$ cat src/sv/csfh_pkg.sv
// ----------------------------------------------------------------------------
// csfh_pkg - shared types and constants of the compass sample filter
// Request kinds, the front-to-back queue entry, CORDIC widths and the
// arctangent table.
// ----------------------------------------------------------------------------
package csfh_pkg;

  // Configuration register indexes
  localparam logic [3:0] REG_OFFSET_X   = 4'd0;
  localparam logic [3:0] REG_OFFSET_Y   = 4'd1;
  localparam logic [3:0] REG_GATE_LIMIT = 4'd2;
  localparam logic [3:0] REG_ALPHA      = 4'd3;

  localparam logic [14:0] GATE_LIMIT_RESET = 15'd500;
  localparam logic [16:0] ALPHA_RESET      = 17'd13107;

  // Queue between front and back
  localparam int QUEUE_DEPTH = 4;
  localparam int QUEUE_AW    = $clog2(QUEUE_DEPTH);

  // CORDIC datapath widths: x/y hold sample * 2^14 plus gain, z holds Q30 angle
  localparam int XY_W = 34;
  localparam int Z_W  = 35;
  localparam logic signed [Z_W-1:0] PI_Q30 = 35'sd3373259426;
  localparam logic [15:0] HEADING_MAX = 16'd25736;

  // What the back end does with a request
  typedef enum logic [1:0] {
    KIND_LOAD,    // first request after reset: filters take the sample
    KIND_UPDATE,  // passed the gate: filters move toward the sample
    KIND_REJECT   // outside the gate: filters hold
  } kind_t;

  typedef struct packed {
    kind_t              kind;
    logic signed [15:0] cx;
    logic signed [15:0] cy;
  } item_t;

  // Arctangent of 2^-i in Q30, truncated
  function automatic logic signed [Z_W-1:0] atan_q30(input int unsigned i);
    logic signed [Z_W-1:0] v;
    unique case (i)
      0:  v = 35'sd843314856;
      1:  v = 35'sd497837829;
      2:  v = 35'sd263043836;
      3:  v = 35'sd133525158;
      4:  v = 35'sd67021686;
      5:  v = 35'sd33543515;
      6:  v = 35'sd16775850;
      7:  v = 35'sd8388437;
      8:  v = 35'sd4194282;
      9:  v = 35'sd2097149;
      10: v = 35'sd1048575;
      11: v = 35'sd524287;
      12: v = 35'sd262143;
      13: v = 35'sd131071;
      14: v = 35'sd65535;
      15: v = 35'sd32767;
      16: v = 35'sd16383;
      17: v = 35'sd8191;
      18: v = 35'sd4095;
      19: v = 35'sd2047;
      20: v = 35'sd1023;
      21: v = 35'sd511;
      22: v = 35'sd255;
      23: v = 35'sd127;
      default: v = '0;
    endcase
    return v;
  endfunction

endpackage

$ cat src/sv/csfh_front.sv
// ----------------------------------------------------------------------------
// csfh_front - offset correction and gate classification
// Adds calibration offsets, checks both axes against the gate and tags each
// request as load, update or reject before it enters the queue.
// ----------------------------------------------------------------------------
module csfh_front import csfh_pkg::*; (
  input  logic               clk,
  input  logic               rst,
  input  logic signed [15:0] raw_x,
  input  logic signed [15:0] raw_y,
  input  logic        [15:0] offset_x,
  input  logic        [15:0] offset_y,
  input  logic        [14:0] gate_limit,
  input  logic               push,
  output item_t              item
);

  logic               primed;
  logic signed [15:0] cx;
  logic signed [15:0] cy;
  logic signed [16:0] cx_w;
  logic signed [16:0] cy_w;
  logic signed [16:0] lim;
  logic               in_gate;

  // Correct with 16-bit wrap and compare against +/- gate_limit
  always_comb begin
    cx      = raw_x + $signed(offset_x);
    cy      = raw_y + $signed(offset_y);
    cx_w    = {cx[15], cx};
    cy_w    = {cy[15], cy};
    lim     = $signed({2'b00, gate_limit});
    in_gate = (cx_w >= -lim) && (cx_w <= lim) && (cy_w >= -lim) && (cy_w <= lim);
    item.cx = cx;
    item.cy = cy;
    priority if (!primed) begin
      item.kind = KIND_LOAD;
    end else if (in_gate) begin
      item.kind = KIND_UPDATE;
    end else begin
      item.kind = KIND_REJECT;
    end
  end

  // Set primed on the first request
  always_ff @(posedge clk) begin
    if (rst) begin
      primed <= 1'b0;
    end else if (push) begin
      primed <= 1'b1;
    end
  end

endmodule

$ cat config.mk
export PLATFORM = sky130hd
export DESIGN_NAME = csfh_front
export DESIGN_NICKNAME = d
export VERILOG_FILES = /design/src/sv/csfh_pkg.sv /design/src/sv/csfh_front.sv
export SDC_FILE = /design/constraint.sdc
export NUM_CORES = 1
export LEC_CHECK = 0
export ABC_AREA = 1
export ABC_CLOCK_PERIOD_IN_PS = 3850
export BUFFER_PORTS_ARGS = -buffer_cell sky130_fd_sc_hd__buf_4
export CAP_MARGIN = 20
export CORE_MARGIN = 8
export CORE_UTILIZATION = 35
export CTS_CLUSTER_SIZE = 25
export DETAILED_ROUTE_END_ITERATION = 7
export PLACE_DENSITY = 0.6
export SLEW_MARGIN = 30
export SYNTH_ARGS = -nofsm -noshare
export SYNTH_HDL_FRONTEND = slang
export SYNTH_SLANG_ARGS = --single-unit
$ cat constraint.sdc
create_clock -name clk -period 3.85 [get_ports clk]
set_input_delay 0.385 -clock clk [delete_from_list [all_inputs] [get_ports clk]]
set_output_delay 0.385 -clock clk [all_outputs]
set_load 0.05 [all_outputs]
==> metrics.txt <==
worst slew pin tran=467 ps; Final min period=3650 ps; largest net degree at the start of global routing=7; multi-input logic area=0.00362 mm^2; Antenna diodes=0; Hold Buf Count CTS=0; Critical Path Source=raw_y[0]; Min-Delay Path Class=reg2reg; max-slew violations=0; overall routing resource usage=0.154; Vias=3832; total power draw=1.32 mW; WL final=10.7 mm; share of synthesized registers carrying an async set or reset=0; NumNets Final=848; max FFs per register=1; Seq/Total Area, Yosys=0.00573; number of synthesized register bits=1; Data arrival, critical path=3270 ps; Synth Net Count=719; critical path type=in2out; Die Width=116 um; GRT met3 Usage=0.0214; Critical path destination=item[33]; layout cell share with drive strength beyond 1=0.336; Clock Skew=0 ps; clk_lat worst skew=0 ps; first-pass GRT wire length=17.4 mm; CP Capture Type=primary output; vias in the first global route=3979; Peak Freq=274 MHz; die height=116 um; biggest regs=primed x1; leakage power=2.72 nW; Synth Cell Area=0.00349 mm^2; synthesis-to-layout area growth=45.3%; Register Area=20.0 um^2; Netlist cell types=38; maximum vdd drop=0.122 mV; Initial Util=0.359; met2 Resource Use GR=0.287; Worst-path clk slew=0 ps; DRC Markers=0; core area=0.00973 mm^2; most common cell after layout, fill and taps aside=nand2_1; layer with the highest usage=met2; initial antenna violation count=0; Synth Area per Inst=6.44 um^2; ANT nets after route=0; Iter 0 DRT Violations=97; worst reg2reg endpoint=primed$_SDFFE_PP0P_; Reg2Reg Depth=2; Cell Rows=36; Final Hold Vio Count=0; WL/cell=13.3 um; Crit Path Max Fanout=3; outcome=completed; hpwl dp=9.54 mm; GR Util met1=0.188; Worst Path Required=3460 ps; Ports=116; Core Util, Final=0.521; commonest non-fill, non-tap cells in the layout=nand2_1, buf_4, ha_1; critical path launch point type=primary input; Finish-stage setup viols=0; vias per cell=4.78; fin crit share=0.949; max-cap viol count=0; Power Density=260 mW/mm^2; YS warnings=0; Filler cells=984; slew margin rel.=0.688; Buffers on Ports=115; Worst R2R Start=primed$_SDFFE_PP0P_; Pre-antenna DRT Iters=4; largest register by flop count=primed; predominant post-synthesis flop cell=dfxtp_1; RePlAce Congestion=0.885; Syn Inst Count=542; Non-Filler Instances=802; Post-synth EDFFs=0; gr ovfl total=0; die area=0.0134 mm^2; Reg2Reg Setup Slack=3300 ps; Cells after DPL=794
==> cell type report <==
class,instances,area share
inverter,79,0.0594
multi-input combinational,461,0.713
sequential,1,0.00395
timing repair buffer,128,0.191
tap,133,0.0328
==> metal layers <==
layer  vias to the layer above  share of wire
li1                       2029              -
met1                      1694           0.45
met2                       105           0.48
met3                         4          0.060
met4                         0         0.0096
met5                         -              0
==> worst max-delay path, cell delays in order <==
cell      delay (ps)
buf_4            110
ha_2             190
fa_2             350
nand3_1          100
nand2_2           90
a21boi_2         190
o21ai_2          100
buf_4            170
xor2_4           170
ha_4             290
nand2_1           80
nor2_2           120
nand2_2           80
nand3b_1         180
nand3_1           90
nand2_1           50
nand2_1           60
nand2_1           50
inv_1             60
nand3_2           90
nand2_1           80
inv_1             50
buf_6            140
==> stage by stage <==
stage	TNS [ps]	hold slack (ps)	setup slack (ps)	area, um^2
floorplan	0	457	49.3	3600
global placement	0	473	70.6	4660
detailed placement	0	484	19.1	4660
CTS	0	484	33.8	4660
global route	-73.9	517	-43.2	5070
finish	0	483	195	5070
==> cells in the mapped netlist, types with 2 or more instances <==
| library cell | number | area (um^2) |
|---|---|---|
| a21oi_2 | 6 | 52.6 |
| xnor2_1 | 10 | 87.6 |
| a21oi_1 | 34 | 170 |
| nand3b_1 | 4 | 30.0 |
| xor2_1 | 31 | 272 |
| nand4_1 | 10 | 62.6 |
| nand3_2 | 4 | 40.0 |
| nand4_2 | 2 | 25.0 |
| ha_1 | 93 | 1160 |
| nand2_4 | 2 | 22.5 |
| nand2_1 | 157 | 589 |
| nor2_2 | 6 | 37.5 |
| o21bai_1 | 2 | 15.0 |
| a31oi_1 | 4 | 25.0 |
| nor2_1 | 37 | 139 |
| inv_2 | 3 | 11.3 |
| o21ai_0 | 6 | 30.0 |
| inv_1 | 75 | 282 |
| o21bai_2 | 2 | 22.5 |
| o21ai_1 | 3 | 15.0 |
| nor4_1 | 2 | 12.5 |
| nand2_2 | 11 | 68.8 |
| nand3_1 | 16 | 80.1 |
| nor2_4 | 3 | 33.8 |
| a21o_1 | 5 | 37.5 |
| fa_1 | 2 | 40.0 |
==> where the power goes <==
part | total [mW] | internal (mW) | switching, mW
logic | 1.30 | 0.488 | 0.817
clock network | 0 | 0 | 0
registers | 0.0118 | 0.0113 | 0.000491
total | 1.32 | 0.500 | 0.817
==> logic make-up (layout without fill, tap and decap cells) <==
family                   Yosys count  count (layout)  synth area share
AO/OA/AOI/OAI                     64              64             0.111
XOR/XNOR                          41              41             0.103
adder cells (fa/ha/maj)           95              95             0.345
buffers and inverters             80             207            0.0885
flip-flops                         1               1           0.00573
AND/OR/NAND/NOR                  261             261             0.348
==> worst min-delay path by stage <==
stage / startpoint / to / slack (ps) / cells past startpoint
CTS: primed$_SDFFE_PP0P_ / primed$_SDFFE_PP0P_ / 480 / 2
global route: primed$_SDFFE_PP0P_ / primed$_SDFFE_PP0P_ / 520 / 2
finish: primed$_SDFFE_PP0P_ / primed$_SDFFE_PP0P_ / 480 / 2
floorplan: rst / primed$_SDFFE_PP0P_ / 460 / 1
detailed placement: primed$_SDFFE_PP0P_ / primed$_SDFFE_PP0P_ / 480 / 2
global placement: primed$_SDFFE_PP0P_ / primed$_SDFFE_PP0P_ / 470 / 2
==> timing repair <==
action,4_1_cts,5_1_grt
endpoints found under the setup margin,1,2
resized for setup,2,60
buffers inserted,0,8
pin swaps,1,27
Note: power is estimated with default switching activity, not from simulation.
