$ cat config.mk
export PLATFORM = sky130hd
export DESIGN_NAME = csfh_cordic
export DESIGN_NICKNAME = d
export VERILOG_FILES = /design/src/sv/csfh_pkg.sv /design/src/sv/csfh_cordic.sv
export SDC_FILE = /design/constraint.sdc
export NUM_CORES = 2
export LEC_CHECK = 0
export BUFFER_PORTS_ARGS = -buffer_cell sky130_fd_sc_hd__clkbuf_2
export CAP_MARGIN = 0
export CORE_MARGIN = 2
export CORE_UTILIZATION = 55
export DETAILED_ROUTE_END_ITERATION = 7
export GPL_ROUTABILITY_DRIVEN = 0
export GPL_TIMING_DRIVEN = 0
export PLACE_DENSITY_LB_ADDON = 0.1
export SYNTH_ARGS = -nofsm -noshare
export SYNTH_HDL_FRONTEND = slang
export SYNTH_SLANG_ARGS = --single-unit
$ cat constraint.sdc
create_clock -name clk -period 10.3 [get_ports clk]
set_input_delay 0.515 -clock clk [delete_from_list [all_inputs] [get_ports clk]]
set_output_delay 0.515 -clock clk [all_outputs]
set_load 0.1 [all_outputs]
$ cat src/sv/csfh_pkg.sv
// ----------------------------------------------------------------------------
// csfh_pkg - shared types and constants of the compass sample filter
// Request kinds, the front-to-back queue entry, CORDIC widths and the
// arctangent table.
// ----------------------------------------------------------------------------
package csfh_pkg;

  // Configuration register indexes
  localparam logic [3:0] REG_OFFSET_X   = 4'd0;
  localparam logic [3:0] REG_OFFSET_Y   = 4'd1;
  localparam logic [3:0] REG_GATE_LIMIT = 4'd2;
  localparam logic [3:0] REG_ALPHA      = 4'd3;

  localparam logic [14:0] GATE_LIMIT_RESET = 15'd500;
  localparam logic [16:0] ALPHA_RESET      = 17'd13107;

  // Queue between front and back
  localparam int QUEUE_DEPTH = 4;
  localparam int QUEUE_AW    = $clog2(QUEUE_DEPTH);

  // CORDIC datapath widths: x/y hold sample * 2^14 plus gain, z holds Q30 angle
  localparam int XY_W = 34;
  localparam int Z_W  = 35;
  localparam logic signed [Z_W-1:0] PI_Q30 = 35'sd3373259426;
  localparam logic [15:0] HEADING_MAX = 16'd25736;

  // What the back end does with a request
  typedef enum logic [1:0] {
    KIND_LOAD,    // first request after reset: filters take the sample
    KIND_UPDATE,  // passed the gate: filters move toward the sample
    KIND_REJECT   // outside the gate: filters hold
  } kind_t;

  typedef struct packed {
    kind_t              kind;
    logic signed [15:0] cx;
    logic signed [15:0] cy;
  } item_t;

  // Arctangent of 2^-i in Q30, truncated
  function automatic logic signed [Z_W-1:0] atan_q30(input int unsigned i);
    logic signed [Z_W-1:0] v;
    unique case (i)
      0:  v = 35'sd843314856;
      1:  v = 35'sd497837829;
      2:  v = 35'sd263043836;
      3:  v = 35'sd133525158;
      4:  v = 35'sd67021686;
      5:  v = 35'sd33543515;
      6:  v = 35'sd16775850;
      7:  v = 35'sd8388437;
      8:  v = 35'sd4194282;
      9:  v = 35'sd2097149;
      10: v = 35'sd1048575;
      11: v = 35'sd524287;
      12: v = 35'sd262143;
      13: v = 35'sd131071;
      14: v = 35'sd65535;
      15: v = 35'sd32767;
      16: v = 35'sd16383;
      17: v = 35'sd8191;
      18: v = 35'sd4095;
      19: v = 35'sd2047;
      20: v = 35'sd1023;
      21: v = 35'sd511;
      22: v = 35'sd255;
      23: v = 35'sd127;
      default: v = '0;
    endcase
    return v;
  endfunction

endpackage

$ cat src/sv/csfh_cordic.sv
// ----------------------------------------------------------------------------
// csfh_cordic - pipelined vectoring CORDIC heading and result register
// Quadrant fold, one micro-rotation per stage, then rounding to Q3.13 into
// the result register that drives the output channel.
// ----------------------------------------------------------------------------
module csfh_cordic import csfh_pkg::*; #(
  parameter int CORDIC_STEPS = 16
) (
  input  logic               clk,
  input  logic               rst,
  input  logic               adv,
  input  logic               in_valid,
  input  logic signed [15:0] in_x,
  input  logic signed [15:0] in_y,
  input  logic               in_accepted,
  output logic               out_valid,
  output logic signed [15:0] out_x,
  output logic signed [15:0] out_y,
  output logic signed [15:0] out_heading,
  output logic               out_accepted
);

  logic                     v_s   [CORDIC_STEPS+1];
  logic signed [XY_W-1:0]   x_s   [CORDIC_STEPS+1];
  logic signed [XY_W-1:0]   y_s   [CORDIC_STEPS+1];
  logic signed [Z_W-1:0]    z_s   [CORDIC_STEPS+1];
  logic signed [15:0]       sx_s  [CORDIC_STEPS+1];
  logic signed [15:0]       sy_s  [CORDIC_STEPS+1];
  logic                     acc_s [CORDIC_STEPS+1];
  logic                     zero_s[CORDIC_STEPS+1];

  logic signed [XY_W-1:0]   x0;
  logic signed [XY_W-1:0]   y0;
  logic signed [Z_W-1:0]    z0;
  logic signed [Z_W-1:0]    zf;
  logic        [Z_W-1:0]    mag;
  logic        [Z_W-1:0]    rnd;
  logic        [15:0]       r;
  logic signed [15:0]       heading;

  // Scale by 2^14 and fold the left half-plane by pi
  always_comb begin
    x0 = XY_W'(in_x) <<< 14;
    y0 = XY_W'(in_y) <<< 14;
    z0 = '0;
    if (in_x < 0) begin
      z0 = (in_y >= 0) ? PI_Q30 : -PI_Q30;
      x0 = -x0;
      y0 = -y0;
    end
  end

  // Fold stage
  always_ff @(posedge clk) begin
    if (rst) begin
      v_s[0] <= 1'b0;
    end else if (adv) begin
      v_s[0] <= in_valid;
    end
  end

  always_ff @(posedge clk) begin
    if (adv) begin
      x_s[0]    <= x0;
      y_s[0]    <= y0;
      z_s[0]    <= z0;
      sx_s[0]   <= in_x;
      sy_s[0]   <= in_y;
      acc_s[0]  <= in_accepted;
      zero_s[0] <= (in_x == '0) && (in_y == '0);
    end
  end

  // Micro-rotation stages, shifts floor toward minus infinity
  for (genvar i = 0; i < CORDIC_STEPS; i++) begin : g_stage
    always_ff @(posedge clk) begin
      if (rst) begin
        v_s[i+1] <= 1'b0;
      end else if (adv) begin
        v_s[i+1] <= v_s[i];
      end
    end

    always_ff @(posedge clk) begin
      if (adv) begin
        if (y_s[i] >= 0) begin
          x_s[i+1] <= x_s[i] + (y_s[i] >>> i);
          y_s[i+1] <= y_s[i] - (x_s[i] >>> i);
          z_s[i+1] <= z_s[i] + atan_q30(i);
        end else begin
          x_s[i+1] <= x_s[i] - (y_s[i] >>> i);
          y_s[i+1] <= y_s[i] + (x_s[i] >>> i);
          z_s[i+1] <= z_s[i] - atan_q30(i);
        end
        sx_s[i+1]   <= sx_s[i];
        sy_s[i+1]   <= sy_s[i];
        acc_s[i+1]  <= acc_s[i];
        zero_s[i+1] <= zero_s[i];
      end
    end
  end

  // Round Q30 to Q3.13 half away from zero and clamp
  always_comb begin
    zf  = z_s[CORDIC_STEPS];
    mag = (zf < 0) ? $unsigned(-zf) : $unsigned(zf);
    rnd = (mag + Z_W'(65536)) >> 17;
    r   = (rnd > Z_W'(HEADING_MAX)) ? HEADING_MAX : rnd[15:0];
    if (zero_s[CORDIC_STEPS]) begin
      heading = '0;
    end else if (zf < 0) begin
      heading = -$signed(r);
    end else begin
      heading = $signed(r);
    end
  end

  // Result register
  always_ff @(posedge clk) begin
    if (rst) begin
      out_valid <= 1'b0;
    end else if (adv) begin
      out_valid <= v_s[CORDIC_STEPS];
    end
  end

  always_ff @(posedge clk) begin
    if (adv) begin
      out_x        <= sx_s[CORDIC_STEPS];
      out_y        <= sy_s[CORDIC_STEPS];
      out_heading  <= heading;
      out_accepted <= acc_s[CORDIC_STEPS];
    end
  end

endmodule

==> metrics.yaml <==
critPathMaxFanout: 126
period_share_pct: 93.72
grt_pass1_wl_mm: 511.5
maxSlewHeadroom_pct: 12.12
grt_use_total_pct: 24.67
worstSetupStartpointType: "input pin"
pre_cts_ws_ns: -0.2011
crit_type: "input pin to register"
synthTopCellsByArea: "edfxtp_1, ha_1, xnor2_1"
rows: 183
dp.cells: 16450
grt_max_degree: 130
ys_warn_count: 0
synthAdderAreaFrac_pct: 13.11
drt-vias-per-instance: 5.927
instances_no_fill: 16900
synthMuxAreaShare_pct: 0.4754
final_cell_area_mm2: 0.1506
r2r_end: "out_heading[10]"
seq_area_mm2: 0.06188
synth_xor_area_share_pct: 11.30
nFillCells: 20090
holdWs_ns: 0.2712
synth_compound_gate_area_share_pct: 15.63
status: "finished, final reports clean"
overflow: 0
finalSetupViolations: 0
yosys.area_share.simple_pct: 12.60
ctsLongestPathBuffers: 3
wl_per_cell_um: 19.16
clkSlewWorstSetupHoldPaths_ns: 0.06
cp_top_family: "buffers and inverters"
drtIter0Drc: 7542
rr_worst_depth: 24
cts-root-buf: "clkbuf_16"
synthArstFlopShare_pct: 0
drc: 0
rsz0062_at_grt: "no"
fin_skew_ns: 0.07831
cts_buffers: 223
port_buffers: 86
hold_start: "adv"
die_w_um: 504.3
htreeDepth: 4
antenna_found_initial: 12
r2r_slack_ns: 2.34
clkSinkCount: 2061
synth_cell_types: 88
coreArea_mm2: 0.2487
wirelength_mm: 323.8
yosysTopAreaCell: "edfxtp_1"
worstHoldEndpoint: "acc_s[0]"
tightest_slew_ns: 1.318
critPathSlowestCell: "clkbuf_1"
seq_area_frac_synth_pct: 44.96
regToRegStartpoint: "z_s[16][34]"
final_nets: 14840
fp.dieArea_mm2: 0.2543
drv_cap: 0
placed_cell_area_mm2: 0.1430
final.min_clock_period_ns: 9.654
cts_tree: "built"
syn_inst: 13010
max_freq_mhz: 103.6
dpl.hpwl_mm: 252.0
die_y_um: 504.3
area_growth_pct: 9.396
multi_input_area_mm2: 0.07312
slew_violations: 0
setup.worst_path.end_class: "register"
required_ns: 10.89
synth-edff-count: 2060
hold_depth: 1
crit_arrival_ns: 10.24
synth_top_family_by_area: "compound AO/OA/AOI/OAI gates"
synth.top_cell.area_share_pct: 44.94
grt_pass1_vias: 97050
slowest_delay_ns: 0.86
syn_area_mm2: 0.1376
start_util_pct: 55.35
hold_violations: 0
setup_slack_ns: 0.6464
first_pass_iters: 6
min_path_type: "input pin to register"
cts_resized: 0
ys.flop_type: "edfxtp_1"
critical_path_buf_inv_count: 10
drive_gt1_share_pct: 4.753
ant_nets: 0
synth-seq-cells: 2061
avgSynthCellArea_um2: 10.58
post_cts_buffers: 0
clock_latency_ns: 0.89
vias: 100200
ios: 87
metal layers:
metal / global-route usage [%] / vias to the layer above / wire length, µm
met3: 3.132 / 750 / 16520
met1: 30.53 / 47430 / 134600
met5: 0 / - / 13
met4: 12.05 / 2 / 17240
met2: 42.55 / 2791 / 155500
li1: - / 49210 / -
per-stage QoR:
stage               utilization (%)  TNS, ns
floorplan                         -        0
global placement              57.20        -
detailed placement            57.49  -0.2449
CTS                           60.55        0
global route                  60.55        0
finish                        60.55        0
worst max-delay path by stage:
stage	from	end	slack, ns	depth (start not counted)
after floorplan	z_s[16][34]	out_heading[10]	4.24	24
after global placement	adv	z_s[16][30]	-12.71	21
after detailed placement	adv	y_s[12][33]	-0.20	26
after CTS	adv	y_s[12][33]	0.76	26
after global routing	adv	y_s[12][33]	0.17	26
final	adv	y_s[12][33]	0.65	26
area by class of cell:
type | instances | area share [%]
repair buffers | 145 | 0.9349
clock buffers | 279 | 3.852
diodes | 2 | 0.003324
clock inverters | 136 | 0.9631
flip-flops and latches | 2061 | 41.10
well taps | 3330 | 2.767
inverters | 514 | 1.281
multi-input cells | 10250 | 48.56
plain buffers | 189 | 0.5410
synth_stat cells, types with 28 or more instances:
cell type  count
edfxtp_1    2060
ha_1        1386
xnor2_1     1215
a21oi_1     1080
nor2_1      1061
nand2_1      789
o21ai_0      715
xor2_1       560
inv_1        508
nor3_1       388
a21o_1       376
nand2b_1     217
nand3_1      215
o21a_1       178
clkbuf_1     165
nor2b_1      163
or3_1        155
o21bai_1     150
o31ai_1      144
and3_1       112
a31oi_1      105
a211oi_1     100
o41ai_1       98
and2_1        96
nor4_1        80
or2_2         78
nand4_1       73
a21boi_0      59
o211ai_1      58
or4_1         46
fa_1          35
mux2i_1       35
a31o_2        33
o31a_1        31
nand3b_1      30
a211o_1       28
registers in the layout, indices dropped and copies added, names as in the netlist:
name / flops
z_s: 545
y_s: 446
x_s: 426
sy_s: 272
sx_s: 271
acc_s: 17
v_s: 17
zero_s: 17
out_heading: 16
out_x: 16
out_y: 16
out_accepted: 1
out_valid: 1
cell families (layout without fill, tap and decap cells):
group,Yosys count,count (layout)
AOI/OAI and AO/OA,3397,3397
xor gates and xnor gates,1775,1775
adders and majority gates,1421,1421
buffers and inverters,703,1263
DFF,2061,2061
muxes,62,62
other,1,6
and+or+nand+nor,3588,3588
layout by cell type, fill, tap and decap left out, types with 163 or more instances in the layout:
| cell type | n |
|---|---|
| nand3_1 | 215 |
| nor2b_1 | 163 |
| nor3_1 | 388 |
| ha_1 | 1386 |
| xnor2_1 | 1215 |
| nor2_1 | 1061 |
| clkbuf_1 | 181 |
| o21a_1 | 178 |
| nand2b_1 | 217 |
| inv_1 | 508 |
| edfxtp_1 | 2060 |
| xor2_1 | 560 |
| a21o_1 | 376 |
| nand2_1 | 789 |
| o21ai_0 | 715 |
| clkbuf_16 | 223 |
| a21oi_1 | 1080 |
timing repair:
action,4_1_cts,5_1_grt
hold buffers,35,0
setup endpoints to repair,0,0
hold endpoints to repair,61,0
worst register-to-register path, delay by kind of cell (launching register included):
kind | cells | cell delay, ns
adder cells (fa/ha/maj) | 2 | 0.51
buffers and inverters | 7 | 2.21
multiplexers | 1 | 0.34
AO/OA/AOI/OAI | 5 | 1.81
AND/OR/NAND/NOR | 7 | 2.00
flip-flops | 1 | 0.37
XOR/XNOR | 2 | 0.41
Power is left out: the tool's default activity adds up to more than one toggle a clock period on the data nets, which glitch-free logic cannot reach.
