## config.mk

```make
export PLATFORM = sky130hd
export DESIGN_NAME = csfh_queue
export DESIGN_NICKNAME = d
export VERILOG_FILES = /design/src/sv/csfh_pkg.sv /design/src/sv/csfh_queue.sv
export SDC_FILE = /design/constraint.sdc
export NUM_CORES = 1
export LEC_CHECK = 0
export ABC_CLOCK_PERIOD_IN_PS = 2300
export BUFFER_PORTS_ARGS = -buffer_cell sky130_fd_sc_hd__buf_2
export CORE_MARGIN = 1.5
export CORE_UTILIZATION = 59
export CTS_BUF_LIST = sky130_fd_sc_hd__clkbuf_4 sky130_fd_sc_hd__clkbuf_8
export DETAILED_ROUTE_END_ITERATION = 12
export PLACE_DENSITY = 0.89
export SLEW_MARGIN = 10
export SYNTH_ARGS = -nofsm -noshare
export SYNTH_HDL_FRONTEND = slang
export SYNTH_SLANG_ARGS = --single-unit
```

## constraint.sdc

```tcl
create_clock -name clk -period 2.3 [get_ports clk]
set_clock_uncertainty 0.05 [all_clocks]
set_input_delay 0.115 -clock clk [delete_from_list [all_inputs] [get_ports clk]]
set_output_delay 0.115 -clock clk [all_outputs]
set_load 0.05 [all_outputs]
```

## src/sv/csfh_pkg.sv

```systemverilog
// ----------------------------------------------------------------------------
// csfh_pkg - shared types and constants of the compass sample filter
// Request kinds, the front-to-back queue entry, CORDIC widths and the
// arctangent table.
// ----------------------------------------------------------------------------
package csfh_pkg;

  // Configuration register indexes
  localparam logic [3:0] REG_OFFSET_X   = 4'd0;
  localparam logic [3:0] REG_OFFSET_Y   = 4'd1;
  localparam logic [3:0] REG_GATE_LIMIT = 4'd2;
  localparam logic [3:0] REG_ALPHA      = 4'd3;

  localparam logic [14:0] GATE_LIMIT_RESET = 15'd500;
  localparam logic [16:0] ALPHA_RESET      = 17'd13107;

  // Queue between front and back
  localparam int QUEUE_DEPTH = 4;
  localparam int QUEUE_AW    = $clog2(QUEUE_DEPTH);

  // CORDIC datapath widths: x/y hold sample * 2^14 plus gain, z holds Q30 angle
  localparam int XY_W = 34;
  localparam int Z_W  = 35;
  localparam logic signed [Z_W-1:0] PI_Q30 = 35'sd3373259426;
  localparam logic [15:0] HEADING_MAX = 16'd25736;

  // What the back end does with a request
  typedef enum logic [1:0] {
    KIND_LOAD,    // first request after reset: filters take the sample
    KIND_UPDATE,  // passed the gate: filters move toward the sample
    KIND_REJECT   // outside the gate: filters hold
  } kind_t;

  typedef struct packed {
    kind_t              kind;
    logic signed [15:0] cx;
    logic signed [15:0] cy;
  } item_t;

  // Arctangent of 2^-i in Q30, truncated
  function automatic logic signed [Z_W-1:0] atan_q30(input int unsigned i);
    logic signed [Z_W-1:0] v;
    unique case (i)
      0:  v = 35'sd843314856;
      1:  v = 35'sd497837829;
      2:  v = 35'sd263043836;
      3:  v = 35'sd133525158;
      4:  v = 35'sd67021686;
      5:  v = 35'sd33543515;
      6:  v = 35'sd16775850;
      7:  v = 35'sd8388437;
      8:  v = 35'sd4194282;
      9:  v = 35'sd2097149;
      10: v = 35'sd1048575;
      11: v = 35'sd524287;
      12: v = 35'sd262143;
      13: v = 35'sd131071;
      14: v = 35'sd65535;
      15: v = 35'sd32767;
      16: v = 35'sd16383;
      17: v = 35'sd8191;
      18: v = 35'sd4095;
      19: v = 35'sd2047;
      20: v = 35'sd1023;
      21: v = 35'sd511;
      22: v = 35'sd255;
      23: v = 35'sd127;
      default: v = '0;
    endcase
    return v;
  endfunction

endpackage

```

## src/sv/csfh_queue.sv

```systemverilog
// ----------------------------------------------------------------------------
// csfh_queue - short request queue between front and back
// Small FIFO of classified requests; lets either side stall on its own.
// ----------------------------------------------------------------------------
module csfh_queue import csfh_pkg::*; (
  input  logic  clk,
  input  logic  rst,
  input  logic  push,
  input  item_t push_item,
  input  logic  pop,
  output item_t head,
  output logic  full,
  output logic  not_empty
);

  item_t                  mem [QUEUE_DEPTH];
  logic [QUEUE_AW-1:0]    wr_ptr;
  logic [QUEUE_AW-1:0]    rd_ptr;
  logic [QUEUE_AW:0]      count;
  logic                   do_push;
  logic                   do_pop;

  assign full      = (count == (QUEUE_AW+1)'(QUEUE_DEPTH));
  assign not_empty = (count != '0);
  assign do_push   = push && !full;
  assign do_pop    = pop && not_empty;
  assign head      = mem[rd_ptr];

  // Store entries
  always_ff @(posedge clk) begin
    if (do_push) begin
      mem[wr_ptr] <= push_item;
    end
  end

  // Advance pointers and fill count
  always_ff @(posedge clk) begin
    if (rst) begin
      wr_ptr <= '0;
      rd_ptr <= '0;
      count  <= '0;
    end else begin
      if (do_push) begin
        wr_ptr <= wr_ptr + 1'b1;
      end
      if (do_pop) begin
        rd_ptr <= rd_ptr + 1'b1;
      end
      unique case ({do_push, do_pop})
        2'b10:   count <= count + 1'b1;
        2'b01:   count <= count - 1'b1;
        default: count <= count;
      endcase
    end
  end

endmodule

```

==> metrics.md, run 1 <==
| Metric | Value |
|---|---|
| Final-report max-slew violation count | `0` |
| Crit Path Max Fanout | `6` |
| Failing checks | `DRC` |
| TritonCTS Buffers | `17` |
| Tightest Hold Check Type | `input port to register` |
| Commonest cells post-synth | `edfxtp_1, mux4_2, dfxtp_1` |
| Die Wd | `between 90 and 100 microns` |
| Period utilization | `between 90 and 100%` |
| Worst R2R Path Depth | `9` |
| Yosys warns | `0` |
| Crit path launch type | `register` |
| Post-CTS Setup Bufs | `0` |
| Initial antenna violation count | `0` |
| Sw Ratio | `a little over a third` |
| Crit path time final | `2.12 ns` |
| Cell taking the most area after synthesis | `edfxtp_1` |
| Seq pwr share | `42.8%` |
| Top FF cell, synth | `edfxtp_1` |
| Largest net degree at the start of global routing | `23` |
| Synth-to-layout area growth | `23.6%` |
| Leak | `2.34 nW` |
| Max_cap viols | `0` |
| Routed via count | `2644` |
| R2R Setup Slk | `0.18 ns` |
| Req. time, crit path | `approximately 2.6 ns` |
| Routed vias/inst | `~5.5` |
| Drt wl/cell | `19.3 microns` |
| Logic pwr share | `33.2%` |
| Syn Inst Count | `230` |
| Post-synth top area share | `75.2%` |
| Syn Area/Cell | `23.6 sq um` |
| CTS clk-pin slew, worst paths | `0.07 ns` |
| Number of synthesized flops with an enable pin | `136` |
| Rel. slew slack | `71.4%` |
| DRC Markers | `7` |
| Synth top area cells | `edfxtp_1, mux4_2, dfxtp_1` |
| Hpwl dp | `5620 microns` |
| Most frequent cell after synthesis | `edfxtp_1` |
| Pre-Repair DR Iteration Count | `8` |
| Synth Register Bits | `145` |
| Cell area after layout | `0.00671 sq mm` |
| Post-CTS resize count | `0` |
| First-pass GRT wire length | `14700 microns` |
| Worst Setup End Kind | `register` |
| H-tree depth | `4` |
| Antenna Nets Post-Route | `0` |
| Worst r2r src | `count[1]` |
| Clock network fraction of total power | `a little under a quarter` |
| Core Box Area | `a little under 0.009 sq mm` |
| CTS sink cnt | `145` |
| Status | `finished, violations left` |
| Port bufs | `73` |
| RD Place Congestion | `approximately 0.68` |
| RSZ-0062 raised after global routing | `false` |
| Power Internal | `between 4 and 5 mW` |
| Share of cells above drive strength 1 | `41.8%` |
| Least-Margin Pin Slew | `around 0.42 ns` |
| Drt total wl | `9260 microns` |
| Max VDD drop | `0.644 mV` |
| Power Density | `1140 mW/mm^2` |
| Syn nets | `274` |
| CTS tree | `built` |
| Hold EP | `wr_ptr[0]` |
| ANT cells | `0` |
| Die area | `0.00979 sq mm` |
| Seq/Total Area, Yosys | `78.5%` |
| Longest Clk Path Bufs | `2` |
| Hold path depth | `4` |
| Row Count | `34` |
| Total grt overflow | `0` |
| Worst-Skew Late Latency | `0.42 ns` |
| Yosys cell types | `24` |
| Vias in the first global route | `2921` |
| Final hold vios | `0` |
| Hold_buf cts | `35` |
| HP Start | `push` |
| Final worst setup slack | `0.185 ns` |
| R2r endpoint | `count[2]` |
| Die Height | `approximately 100 microns` |
| Switching component of the power | `around 2.7 mW` |
| Initial core utilization | `about three fifths` |
| Maximum clock frequency | `0.473 GHz` |
| Initial drt markers | `120` |
| Worst Setup Path Type | `register to register` |
| CTS root buffer | `clkbuf_8` |
| Final #Nets | `between 400 and 500` |
| Area after DPL | `0.00600 sq mm` |
| Arr. time, crit path | `2.41 ns` |
| Total Routing Usage GR | `20.8%` |
| Final setup vio count | `0` |
| I/O Pins | `74` |
| Dpl ws | `roughly 0.20 ns` |
| Synthesized area | `0.00543 sq mm` |
| FFs w/ async S/R, synth | `0%` |
## cell usage in the layout, fill, tap and decap left out, types with 2 or more instances in the layout
| cell | count |
|---|---|
| a21oi_1 | 3 |
| or3_1 | 3 |
| inv_1 | 7 |
| dlygate4sd3_1 | 35 |
| ha_1 | 4 |
| mux4_1 | 4 |
| clkinv_2 | 4 |
| nor2_1 | 6 |
| and2_2 | 4 |
| xor2_1 | 3 |
| buf_4 | 7 |
| buf_12 | 4 |
| edfxtp_1 | 136 |
| buf_2 | 73 |
| bufinv_16 | 2 |
| clkbuf_4 | 2 |
| clkbuf_8 | 17 |
| dfxtp_1 | 5 |
| clkinvlp_4 | 3 |
| o21ai_0 | 2 |
| dfxtp_2 | 3 |
| clkinv_1 | 2 |
| mux4_2 | 30 |
| nand2b_1 | 2 |
## flip-flops by register name, summed over array words and instances (netlist names), named ones only
name	count
mem	136
count	3
rd_ptr	2
wr_ptr	2
## cell families after synthesis
| group | share of synthesized area, % |
|---|---|
| fa+ha+maj | 1.52 |
| flops | 78.5 |
| buf+inv | 2.21 |
| xor+xnor | 0.645 |
| mux | 14.6 |
| simple gates | 1.75 |
| compound gates | 0.783 |
## through the flow
| step | utilization, % | TNS, ns | std cells | total power, mW | hold WS [ns] |
|---|---|---|---|---|---|
| 2_1_floorplan | - | -0.0459 | 230 | 5.37 | 0.164 |
| 3_3_place_gp | 68.1 | 0 | 413 | 5.78 | 0.275 |
| 3_5_place_dp | 68.1 | 0 | 413 | 5.84 | 0.282 |
| 4_1_cts | 76.2 | 0 | 479 | 7.71 | 0.0491 |
| 5_1_grt | 76.2 | 0 | 479 | 7.96 | 0.0735 |
| 6_report | 76.2 | 0 | 479 | 7.64 | 0.0714 |
## power by group through the flow
stage / clock network, mW / registers (mW) / logic (mW)
6_report: 1.84 / 3.27 / 2.54
4_1_cts: 1.87 / 3.27 / 2.57
3_3_place_gp: 0 / 3.30 / 2.48
2_1_floorplan: 0 / 3.28 / 2.09
3_5_place_dp: 0 / 3.33 / 2.52
5_1_grt: 1.99 / 3.29 / 2.68
## critical path, cell delays in order, from the launching register on
cell	delay (ns)
dfxtp_1	0.37
nor3b_4	0.26
nor2_2	0.11
inv_1	0.07
ha_2	0.19
inv_1	0.05
fa_2	0.33
xor2_1	0.16
or3_1	0.31
a21oi_1	0.13
## worst max-delay path by stage
| stage | from | endpoint | slack, ns | cells past startpoint |
|---|---|---|---|---|
| 3_3_place_gp | count[0] | count[2] | 0.32 | 9 |
| 6_report | count[1] | count[2] | 0.18 | 9 |
| 5_1_grt | count[1] | count[2] | 0.04 | 9 |
| 3_5_place_dp | count[0] | count[2] | 0.20 | 9 |
| 4_1_cts | register | head[26] | 0.15 | 3 |
| 2_1_floorplan | count[0] | count[2] | -0.05 | 9 |
## layer usage
| layer | vias up | routed length, microns | global-route usage, % | share of wire (%) |
|---|---|---|---|---|
| met5 | - | 0 | 0 | 0 |
| met1 | 1344 | 3680 | 25.1 | 40 |
| met4 | 0 | 57 | 5.82 | 0.62 |
| met2 | 79 | 5070 | 36.3 | 55 |
| met3 | 6 | 444 | 6.88 | 4.8 |
| li1 | 1215 | - | - | - |
## cell type report
class,instances,area [sq um]
Clock buffer,19,249
Clock inverter,12,119
Fill cell,480,2090
Inverter,7,26.3
Multi-Input combinational cell,69,1060
Sequential cell,145,4270
Tap cell,108,135
Timing Repair Buffer,119,848
No activity file was read; power rests on OpenSTA's default activity.
==> run 2, diff against run 1 <==
- ABC_AREA: default -> 1
- ABC_CLOCK_PERIOD_IN_PS: 2300 -> 2640
- CORE_UTILIZATION: 59 -> 60
- PLACE_DENSITY: 0.89 -> 0.9
- clock period: 2.3 -> 2.64 ns (I/O delays scaled with it)
==> run 2 against run 1 <==
- the run still ends with DRC left
- first-iteration DRC count increased to 2.8 times the previous value
- critical path depth is 5 lower
- core utilization up 0.38 points
- flip-flop and latch count stayed put
- cell count is 32% higher
- setup slack gained 0.084 ns
- routed wire length up 23%
- count of clock-buffer cells in the layout fell by 2
- final area grew 0.50%
- largest cell class unchanged
- largest power group unchanged
==> metrics.md, run 2 <==
| Metric | Value |
|---|---|
| ANT cells | `0 (unchanged)` |
| Worst Setup End Kind | `primary output` |
| Max incr delay on CP | `0.53 ns (+0.16 ns)` |
| CTS sink cnt | `145 (unchanged)` |
| DRC Markers | `5 (-2)` |
| Routed vias/inst | `5.70 (+3.3%)` |
| Row Count | `34 (unchanged)` |
| Drt wl/cell | `18.0 microns (-6.8%)` |
| I/O Pins | `74 (unchanged)` |
| Post-CTS Setup Bufs | `0 (unchanged)` |
| Core Box Area | `0.00881 sq mm (unchanged)` |
| Pre-Repair DR Iteration Count | `9 (+1)` |
| Crit path launch type | `register` |
| Largest Register | `mem` |
| Final-report max-slew violation count | `0 (unchanged)` |
| Tightest Hold Check Type | `input port to register` |
| Number of synthesized flops with an enable pin | `136 (unchanged)` |
| Synth Register Bits | `145 (unchanged)` |
| Initial core utilization | `62.7% (+1.0 points)` |
| Most frequent cell after synthesis | `edfxtp_1` |
| Syn Inst Count | `398 (+73%)` |
| Switching component of the power | `2.72 mW (+2.2%)` |
| Status | `finished, violations left` |
| CTS root buffer | `clkbuf_8` |
| Cell taking the most area after synthesis | `edfxtp_1` |
| Synth-to-layout area growth | `22.2%` |
| Final setup vio count | `0 (unchanged)` |
| Rel. slew slack | `54.8% (-17 points)` |
| FFs w/ async S/R, synth | `0% (unchanged)` |
| Final core utilization | `76.6% (+0.38 points)` |
| Commonest non-fill, non-tap cell in the layout | `edfxtp_1` |
| RSZ-0062 raised after global routing | `false` |
| CTS tree | `built` |
| R2R Setup Slk | `0.55 ns (+0.37 ns)` |
| HP Start | `rst` |
| Crit path time final | `2.37 ns` |
| Final worst setup slack | `0.268 ns (+0.0836 ns)` |
| Hold EP | `wr_ptr[1]` |
| Critical path cell sequence | `buf_4, o21ai_0, o22ai_1, buf_2` |
| Die Height | `98.9 microns (about the same)` |
| Crit-path leading delay family | `buffers and inverters` |
| Leak | `2.46 nW (+5.3%)` |
| Final #Nets | `557 (+38%)` |
| Yosys warns | `0 (unchanged)` |
| Longest Clk Path Bufs | `2 (unchanged)` |
| Post-CTS resize count | `0 (unchanged)` |
| Worst Hold Slack | `0.380 ns (+0.309 ns)` |
| Yosys cell types | `19 (-21%)` |
| Initial antenna violation count | `0 (unchanged)` |
| Clock network fraction of total power | `25.8% (+1.8 points)` |
| Crit-path slowest cell | `buf_4` |
| Power Internal | `4.10 mW (-18%)` |
| Max FFs per register | `136 (unchanged)` |
| Commonest cells post-synth | `edfxtp_1, nor2_1, o21ai_0` |
| Req. time, crit path | `2.46 ns (-0.14 ns)` |
| Worst r2r src | `count[1]` |
| Max_cap viols | `0 (unchanged)` |
| Fin Setup TNS | `0 ns (unchanged)` |
| Syn Area/Cell | `13.9 sq um (-41%)` |
| Crit Path Max Fanout | `68 (+62)` |
| Seq pwr share | `41.2% (-1.6 points)` |
| Largest net degree at the start of global routing | `69 (+200%)` |
| CTS clk-pin slew, worst paths | `0.08 ns (about the same)` |
| Final hold vios | `0 (unchanged)` |
| TritonCTS Buffers | `17 (unchanged)` |
| Initial drt markers | `333 (+180%)` |
| Logic pwr share | `33.0% (-0.2 points)` |
| Antenna Nets Post-Route | `0 (unchanged)` |
| Share of cells above drive strength 1 | `22.6% (-19 points)` |
| Least-Margin Pin Slew | `0.678 ns (+0.255 ns)` |
| Maximum clock frequency | `0.422 GHz` |
| Top Registers | `mem x136, count x3` |
| First-pass GRT wire length | `17800 microns (+21%)` |
| Period utilization | `89.8%` |
| Die Wd | `98.9 microns (about the same)` |
| Die area | `0.00979 sq mm (about the same)` |
| Hold path depth | `3 (-1)` |
| Total grt overflow | `0 (unchanged)` |
| Port bufs | `73 (unchanged)` |
| Max VDD drop | `0.659 mV (+2.2%)` |
| Arr. time, crit path | `2.19 ns (-0.22 ns)` |
| Synthesized area | `0.00552 sq mm (+1.7%)` |
| Inst Count DP | `564 (+37%)` |
| Power Density | `1010 mW/mm^2 (-11%)` |
| Most frequent cells in the layout | `edfxtp_1, nor2_1, buf_2` |
| Seq/Total Area, Yosys | `77.2% (-1.3 points)` |
| Post-synth top area share | `74.0% (-1.2 points)` |
| Total Routing Usage GR | `24.7% (+3.9 points)` |
| Failing checks | `DRC` |
| CP bufs+invs | `2 (unchanged)` |
| Sw Ratio | `39.9% (+5.0 points)` |
| Worst R2R Path Depth | `12 (+3)` |
| Hold_buf cts | `38 (+8.6%)` |
| RD Place Congestion | `0.803 (+18%)` |
| Vias in the first global route | `3680 (+26%)` |
| Drt total wl | `11400 microns (+23%)` |
| Top FF cell, synth | `edfxtp_1` |
| Synth top area cells | `edfxtp_1, o21ai_0, nor2_1` |
| Worst-Skew Late Latency | `0.44 ns (+0.02 ns)` |
| Routed via count | `3616 (+37%)` |
| Syn nets | `442 (+61%)` |
| Fin cells | `634 (+32%)` |
| Worst Setup Path Type | `register to primary output` |
| Hpwl dp | `6110 microns (+8.8%)` |
| Dpl ws | `0.638 ns (+0.437 ns)` |
| H-tree depth | `4 (unchanged)` |
| R2r endpoint | `count[2]` |
-- run 2: cell types whose count changed in the layout (fill, tap and decap cells not counted), sizes merged, moves of 15 or more --
cell,previous run,this run
mux4,34,0
nor2,7,78
o21ai,2,70
o22ai,0,34
nand2,0,15
inv,7,27
-- run 2: tightest hold or removal path, stage by stage --
cell	delay [ns]
dlygate4sd3_1	0.51
buf_2	0.14
a21oi_1	0.04
-- run 2: cells by family (layout without fill, tap and decap cells) --
logic type	after synthesis	count (layout)	share of synthesized area, %
AO/OA/AOI/OAI	109	109	10.7
adder cells (fa/ha/maj)	6	6	1.50
buffers and inverters	40	168	3.78
flip-flops	145	145	77.2
AND/OR/NAND/NOR	98	98	6.82
-- run 2: final cells by class --
| class | instances | area (sq um) |
|---|---|---|
| well taps | 108 | 135 |
| repair buffers | 117 | 791 |
| inverters | 19 | 73.8 |
| clock buffers | 17 | 234 |
| multi-input cells | 213 | 1080 |
| flip-flops and latches | 145 | 4270 |
| clock inverters | 15 | 171 |
| fillers | 491 | 2060 |
-- run 2: metrics by stage --
step	area [sq um]	power, mW
2_1_floorplan	5520	4.55
3_3_place_gp	5960	4.98
3_5_place_dp	5960	5.04
4_1_cts	6750	6.81
5_1_grt	6750	7.10
6_report	6750	6.82
-- run 2: power groups by stage --
stage | clock network [mW] | logic [mW] | registers, mW
floorplan | 0 | 1.72 | 2.84
global placement | 0 | 2.13 | 2.84
finish | 1.76 | 2.25 | 2.81
CTS | 1.76 | 2.24 | 2.80
global route | 1.88 | 2.39 | 2.83
detailed placement | 0 | 2.18 | 2.86
-- run 2: worst max path at each step --
stage,endpoint,slack [ns],cells past startpoint
after floorplan,mem[0][0],0.12,4
after global placement,count[2],0.74,12
after detailed placement,count[2],0.64,12
after CTS,head[0],0.28,4
after global routing,head[0],0.15,4
final,head[0],0.27,4
-- run 2: per-layer routing --
metal  track usage [%]  vias up  routed length (microns)
li1                  -     1688                        -
met1              28.7     1723                     4400
met2              43.0      175                     6010
met3              6.81       30                      733
met4              11.2        0                      275
met5                 0        -                        0
